## src/nic_pkg.sv

```systemverilog
// Package for the nested interval counter: command codes, status codes and
// the control/status structs between controller and datapath. No dependencies.
package nic_pkg;

   localparam int CNT_W  = 10;
   localparam int SLOT_W = 10;
   localparam int STS_W  = 2;

   localparam logic CMD_LOAD = 1'b0;
   localparam logic CMD_READ = 1'b1;

   localparam logic [STS_W-1:0] STATUS_OK  = 2'd0;
   localparam logic [STS_W-1:0] STATUS_BAD = 2'd1;
   localparam logic [STS_W-1:0] STATUS_OVF = 2'd2;

   // Commands from the controller to the datapath.
   typedef struct packed {
      logic idle;
      logic start;
      logic row_rd;
      logic row_cap;
      logic scan_rd;
      logic wr_res;
      logic finish;
   } nic_cmd_type;

   // Status from the datapath to the controller.
   typedef struct packed {
      logic go;
      logic row_end;
      logic scan_end;
   } nic_sts_type;

endpackage

```

## src/nic_ctrl.sv

```systemverilog
// Controller state machine for the nested interval counter.
// Depends on nic_pkg.
module nic_ctrl
   import nic_pkg::*;
(
   input  logic        clock,
   input  logic        reset,
   input  nic_sts_type sts,
   output nic_cmd_type cmd
);

   typedef enum logic [4:0] {
      S_IDLE  = 5'b00001,
      S_ROW   = 5'b00010,
      S_CAP   = 5'b00100,
      S_SCAN  = 5'b01000,
      S_WRITE = 5'b10000
   } state_type;

   state_type state_ff, state_in;

   // Next state and commands.
   always_comb begin
      state_in = state_ff;
      cmd      = '0;
      unique case (state_ff)
         S_IDLE: begin
            cmd.idle = 1'b1;
            if (sts.go) begin
               cmd.start = 1'b1;
               state_in  = S_ROW;
            end
         end
         S_ROW: begin
            if (sts.row_end) begin
               cmd.finish = 1'b1;
               state_in   = S_IDLE;
            end else begin
               cmd.row_rd = 1'b1;
               state_in   = S_CAP;
            end
         end
         S_CAP: begin
            cmd.row_cap = 1'b1;
            state_in    = S_SCAN;
         end
         S_SCAN: begin
            if (sts.scan_end) begin
               state_in = S_WRITE;
            end else begin
               cmd.scan_rd = 1'b1;
            end
         end
         S_WRITE: begin
            cmd.wr_res = 1'b1;
            state_in   = S_ROW;
         end
         default: state_in = S_IDLE;
      endcase
   end

   always_ff @(posedge clock) begin
      if (reset) begin
         state_ff <= S_IDLE;
      end else begin
         state_ff <= state_in;
      end
   end

endmodule

```

## config.mk

```make
export PLATFORM = sky130hd
export DESIGN_NAME = nic_ctrl
export DESIGN_NICKNAME = d
export VERILOG_FILES = /design/src/nic_pkg.sv /design/src/nic_ctrl.sv
export SDC_FILE = /design/constraint.sdc
export NUM_CORES = 1
export LEC_CHECK = 0
export BUFFER_PORTS_ARGS = -buffer_cell sky130_fd_sc_hd__buf_2
export CORE_AREA = 2 2 39 41
export DETAILED_ROUTE_END_ITERATION = 6
export DIE_AREA = 0 0 41 43
export PLACE_DENSITY_LB_ADDON = 0.12
export RECOVER_POWER = 50
export SYNTH_ARGS = -nofsm -noshare
export SYNTH_HDL_FRONTEND = slang
export SYNTH_SLANG_ARGS = --single-unit
```

## constraint.sdc

```tcl
create_clock -name clock -period 1 [get_ports clock]
set_input_delay 0.2 -clock clock [delete_from_list [all_inputs] [get_ports clock]]
set_output_delay 0.2 -clock clock [all_outputs]
set_load 0.05 [all_outputs]
```

# After elaboration in Yosys (flattened, before gate mapping)
# Cells that the tools add are included.
# word_totals
regBits	5
latchBits	0
ram_bits	0
mem_bits_ro	0
inputBits	5
output_inout_bits	7
wordCells	23
mem_count	0
# classes
addsub	0
n_mul	0
n_div	0
n_lt_le_gt_ge	0
eq_ne	7
shifts	0
muxes	14
bitwise	0
n_reduce_logical	1
# ops
cell	count
5-bit case mux with 5 select lines	1
5-bit 2-to-1 mux	2
1-bit 2-to-1 mux	9
5-bit by 1-bit equality test with 1-bit output, second input constant	1
5-bit by 2-bit equality test with 1-bit output, second input constant	1
5-bit by 3-bit equality test with 1-bit output, second input constant	1
5-bit by 4-bit equality test with 1-bit output, second input constant	1
5-bit equality test, second input constant	1
2-bit != test, second input constant	2
3-bit 2-to-1 mux	1
2-bit 2-to-1 mux	1
2-bit AND reduction	1

# Depth between registers and ports, before layout
# Gate-level depths: netlist of run 1.
# depth
depth_word	3
mapped_depth	3

# Worst setup path before layout of run 1
# Ideal clock, no wire load.
# synth_path
kind	register to output
startpoint	register state_ff[3]
endpoint	output port cmd[0] in the netlist's numbering
t_arrival_ns	1.285
slack_ns	-0.485
path_stages_with_launch	4
path_cell_list	dfxtp_1 -> nor2_1 -> nand3_1 -> nor2_1
# synth_rtl
item	line_no	text
start, declared	nic_ctrl.sv:20	state_type state_ff, state_in;
start signal, assigned	nic_ctrl.sv:66	state_ff <= state_in;
end, declared	nic_ctrl.sv:9	output nic_cmd_type cmd

==> metrics.md, run 1 <==
| Metric | Value |
|---|---|
| Crit. End Element | output port |
| WHS | 0.160 ns |
| DR vias/cell | 4.38 |
| Area Overhead vs Synth | 150% |
| RSZ-0062 raised after global routing | yes |
| CP Launch Type | register |
| Largest net degree at the start of global routing | 7 |
| Layout Skew | 0.00335 ns |
| CP startpoint | state_ff[1] |
| R2R setup slack | -0.36 ns |
| Die ar. | about 1800 µm² |
| Total core area | 1380 µm² |
| FF/Latch Area | 109 µm² |
| Top flop regs | state_ff (5) |
| Vias in the first global route | 392 |
| H-tree lvl count | 1 |
| Sequential share of the synthesized area | 0.333 |
| Fraction of layout cells with a size suffix above 1 | 0.908 |
| Cts hold-fix bufs | 0 |
| Pint | 497 µW |
| Comb power frac | 0.379 |
| Kind of critical path | register to output port |
| Final global-route overflow total | 0 |
| Multi-input logic area | about 320 µm² |
| Most frequent cells in the layout | 12 x buf_4, 6 x buf_6, 5 x buf_8 |
| Max frequency | 681 MHz |
| Post-DP HPWL | 666 µm |
| Clock Latency Late Sink | 0.24 ns |
| Mean area per synthesized cell | roughly 9 µm² |
| Failing checks | setup timing |
| R2r startpoint | state_ff[1] |
| Pwr dens | ~980 nW/µm² |
| Final min period | 1.47 ns |
| Critical-path cell list | nor3_4, and4bb_4, buf_8 |
| Count of different cell masters after synthesis | 19 |
| HP Start | reset |
| Number of CTS-inserted buffers | 3 |
| CP required | 0.80 ns |
| Crit-path max FO | 4 |
| Register name with the most flops | state_ff |
| Routed len/inst | 12.6 µm |
| PortBufs | 11 |
| CTS Sinks | 5 |
| Clock Pin Slew Worst Setup and Hold Paths | 0.05 ns |
| Vias | 355 |
| DRC violations left | 0 |
| IO Count | 12 |
| Sw Ratio | 0.322 |
| FP Rows | 14 |
| Starting Density | 0.217 |
| Leakage | 0.000325 µW |
| Clock share of power | 0.324 |
| Max-cap violations | 0 |
| Peak VDD IR | approximately 0.55 mV |
| Detailed Route WL | 1020 µm |
| Setup ws final | -0.469 ns |
| Final number of hold-violating endpoints | 0 |
| Synth Cell Area | 300 µm² |
| Clk buf depth | 2 |
| Die height | 43 µm |
| # setup viols final | 12 |
| Final critical-path share of the clock period | 1.47 |
| Gpl congestion | 0.683 |
| Synth Warn # | 0 |
| Outcome | finished, violations left |
| Critical path's top delay family | simple AND/OR/NAND/NOR gates |
| Clock Tree Root | clkbuf_4 |
| Net Switching | 236 µW |
| CP max stage delay | 0.33 ns |
| Antenna diodes | 0 |
| Max stage delay cell, worst path | dfxtp_2 |
| Layout Utilization | 0.543 |
| Pins Over Slew Limit | 0 |
| GRT Util Overall | 0.159 |
| Buffer and inverter count on the worst path | 1 |
| Initial antenna violation count | 0 |
| Slew @ Worst Pin | 0.236 ns |
| Commonest non-fill, non-tap cell in the layout | buf_4 |
| CTS tree | yes |
| Data arrival, critical path | 1.27 ns |
| Sequential Power Share | 0.297 |
| Post-route antenna net violation count | 0 |
| First-pass GRT wire length | roughly 1800 µm |
| Synth Instances | 34 |
| Yosys reg bits | 5 |
| Dpl ws | -0.321 ns |
| Layout Nets | 71 |
| Max FFs per register | 5 |
| Hold Path Class | primary input to register |
| Post-Syn Nets | 39 |
| Die width | 41 µm |
| Max_slew headroom | 0.842 |
| Fillers | approximately 130 |
| 1st-pass router iterations | 3 |
| Iter 0 DRT Violations | 2 |
-- per-layer routing --
metal,wire (µm),GRT usage,part of all wire
met1,380,0.187,0.37
met2,610,0.256,0.60
met3,27,0.0157,0.027
met4,0,0.100,0
met5,0,0,0
-- cell families after synthesis --
logic type             count (synthesis)  share of synthesized area
buffers and inverters                  5                     0.0625
DFF                                    5                      0.333
and+or+nand+nor                       19                      0.463
AOI/OAI and AO/OA                      5                      0.142
-- through the flow --
step / area (µm²) / total power [µW] / std cells / TNS [ns]
floorplan: 357 / 340 / 34 / -0.996
global placement: 499 / 389 / 70 / -2.27
detailed placement: 499 / 391 / 70 / -2.38
CTS: 672 / 704 / 76 / -3.62
global route: 752 / 778 / 81 / -4.65
finish: 752 / 733 / 81 / -3.90
-- final timing paths --
| path | end | cells past startpoint |
|---|---|---|
| worst min-delay path | state_ff[1] | 2 |
| worst max register to register | state_ff[0] | 6 |
| worst max-delay path | cmd[2] | 3 |
| worst min register to register | state_ff[1] | 3 |
-- power groups by stage --
stage          sequential, µW  clock [µW]  combinational [µW]
2_1_floorplan             224           0                 116
3_3_place_gp              222           0                 167
3_5_place_dp              223           0                 168
4_1_cts                   217         249                 237
5_1_grt                   218         265                 295
6_report                  218         238                 278
-- area by class of cell --
class                           instances  share of cell area
Clock buffer                            4              0.0349
Inverter                                5              0.0383
Multi-Input combinational cell         24               0.419
Sequential cell                         5               0.145
Tap cell                               16              0.0266
Timing Repair Buffer                   27               0.336
-- cell usage after synthesis --
cell type  number  area, µm²
o21ba_1         1       10.0
nor3b_1         3       22.5
and3_1          1       6.26
dfxtp_1         5        100
o31ai_1         1       7.51
inv_1           5       18.8
nor2b_1         1       6.26
nor3_1          1       5.00
and4bb_4        1       16.3
nor3_4          1       16.3
a31o_1          1       8.76
a211oi_1        1       7.51
a31o_2          1       8.76
nand4bb_1       1       11.3
nand2_1         1       3.75
nand3_1         2       10.0
nand3b_1        1       7.51
nor4b_2         1       15.0
nor2_1          5       18.8
-- what timing repair did --
action,in CTS,in global routing
gates cloned,0,0
gates resized for setup,32,9
pin swaps,9,6
setup endpoints to repair,12,12
buffers inserted,3,6
(Power assumes the default switching activity.)
==> inputs of run 2 (changes only) <==
==> constraint.sdc (replaced) <==
create_clock -name clock -period 1 [get_ports clock]
set_input_delay 0.05 -clock clock [delete_from_list [all_inputs] [get_ports clock]]
set_output_delay 0.05 -clock clock [all_outputs]
set_load 0.05 [all_outputs]
==> metrics.md, run 2 (synthesis gave the netlist of run 1 again) <==
| Metric | Value |
|---|---|
| Data arrival, critical path | 1.34 ns (+0.07 ns) |
| CP required | 0.95 ns (+0.15 ns) |
| Overall power | 676 µW (-7.9%) |
| Hold path cells | 2 (unchanged) |
| Final min period | 1.39 ns (-0.0789 ns) |
| Post-Place Cells | 65 (-7.1%) |
| Pwr dens | 1050 nW/µm² (+7.3%) |
| 1st-pass router iterations | 3 (unchanged) |
| R2r startpoint | state_ff[2] |
| Register name with the most flops | state_ff |
| Final global-route overflow total | 0 (unchanged) |
| PortBufs | 11 (unchanged) |
| Worst r2r dst | state_ff[3] |
| Detailed Route WL | 983 µm (-3.4%) |
| WHS Endpoint | state_ff[2] |
| HP Start | sts[1] |
| Die height | 43 µm (unchanged) |
| Post-route antenna net violation count | 0 (unchanged) |
| Non-filler cells, final | 75 (-7.4%) |
| Max_slew headroom | 0.810 (-0.0322) |
| Failing checks | setup timing |
| Clock Pin Slew Worst Setup and Hold Paths | 0.05 ns (about the same) |
| Layout Nets | 65 (-8.5%) |
| RSZ-0062 raised after global routing | yes |
| Iter 0 DRT Violations | 5 (+3) |
| R2r worst-path depth | 5 (-1) |
| Final number of hold-violating endpoints | 0 (unchanged) |
| Commonest non-fill, non-tap cell in the layout | buf_4 |
| Total core area | 1380 µm² (unchanged) |
| CTS Sinks | 5 (unchanged) |
| Area Overhead vs Synth | 115% |
| Final critical-path share of the clock period | 1.39 (-0.0789) |
| Fraction of layout cells with a size suffix above 1 | 0.763 (-0.145) |
| R2R setup slack | -0.31 ns (+0.05 ns) |
| Leakage | 0.000269 µW (-17%) |
| Layout Skew | 0.00967 ns (+0.00632 ns) |
| Largest net degree at the start of global routing | 8 (+1) |
| Outcome | finished, violations left |
| Initial antenna violation count | 0 (unchanged) |
| Max frequency | 719 MHz (+5.7%) |
| Slew @ Worst Pin | 0.284 ns (+0.0487 ns) |
| Vias in the first global route | 385 (-1.8%) |
| # setup viols final | 12 (unchanged) |
| Setup ws final | -0.390 ns (+0.0789 ns) |
| GRT Util Overall | 0.135 (-0.0238) |
| Clock Tree Root | clkbuf_4 |
| Hold Path Class | primary input to register |
| Crit-path max FO | 5 (+1) |
| CP startpoint | state_ff[2] |
| H-tree lvl count | 1 (unchanged) |
| DRC violations left | 0 (unchanged) |
| Gpl congestion | 0.745 (+9.0%) |
| Max FFs per register | 5 (unchanged) |
| DR vias/cell | 4.73 (+8.0%) |
| Pins Over Slew Limit | 0 (unchanged) |
| Crit. End Element | output port |
| Routed len/inst | 13.1 µm (+4.3%) |
| Post-DP HPWL | 608 µm (-8.7%) |
| Die width | 41 µm (unchanged) |
| Number of CTS-inserted buffers | 3 (unchanged) |
| Clk buf depth | 2 (unchanged) |
| Max-cap violations | 0 (unchanged) |
| CTS tree | yes |
| Kind of critical path | register to output port |
| Starting Density | 0.217 (unchanged) |
| IO Count | 12 (unchanged) |
| Top flop regs | state_ff (5) |
| Antenna diodes | 0 (unchanged) |
| Layout Utilization | 0.467 (-0.0769) |
| Peak VDD IR | 0.527 mV (-3.7%) |
| Most frequent cells in the layout | 6 x buf_4, 5 x buf_6, 4 x buf_2, 4 x buf_8 |
| FP Rows | 14 (unchanged) |
| Vias | 355 (unchanged) |
| Die ar. | 1760 µm² (unchanged) |
| First-pass GRT wire length | 1490 µm (-19%) |
| CP Launch Type | register |
| Clock Latency Late Sink | 0.25 ns (about the same) |
run 2: cell count changes in the layout (fill, tap and decap cells not counted), sizes merged:
cell | previous run | this run
dlygate4sd3 | 0 | 2
buf | 27 | 19
run 2: worst max-delay path by stage:
stage          cells past startpoint          end
2_1_floorplan                      3  state_ff[1]
4_1_cts                            3       cmd[2]
3_3_place_gp                       3       cmd[2]
5_1_grt                            3       cmd[2]
3_5_place_dp                       4       cmd[5]
6_report                           3       cmd[2]
run 2: layer usage:
layer	track usage	vias up	share of wire
li1	-	172	-
met1	0.0942	169	0.31
met2	0.250	8	0.62
met3	0.0209	6	0.024
met4	0.140	0	0.041
met5	0	-	0
run 2: metrics by stage:
stage	TNS, ns	instance area, µm²	hold slack (ns)	setup WS, ns
final	-3.17	646	0.0463	-0.390
after global routing	-3.72	646	0.0615	-0.437
after CTS	-2.87	609	0.0457	-0.345
after global placement	-1.13	435	0.244	-0.160
after floorplan	-0.401	330	0.115	-0.152
after detailed placement	-1.32	435	0.245	-0.173
run 2: critical path: stages, from the launching register on:
cell and delay, ns:
dfxtp_4 0.36, nor3_4 0.28, and4bb_4 0.30, buf_8 0.15
run 2: where the power goes:
part | switching (µW) | total [µW] | leakage, µW | internal (µW)
combinational | 120 | 218 | 0.000211 | 97.6
sequential | 9.70 | 215 | 0.0000433 | 205
clock | 91.8 | 243 | 0.0000150 | 151
run 2: cell type report:
| type | count | area [µm²] |
|---|---|---|
| multi-input combinational | 24 | 262 |
| inverter | 5 | 26.3 |
| timing repair buffer | 21 | 201 |
| sequential | 5 | 110 |
| tap | 16 | 20.0 |
| fill | 129 | 738 |
| clock buffer | 4 | 26.3 |
run 2: repair_timing:
item	in CTS	in global routing
buffers inserted	3	1
pin swaps	7	7
endpoints found under the hold margin	1	0
resized for setup	29	7
setup endpoints to repair	12	12
hold buffers	2	0
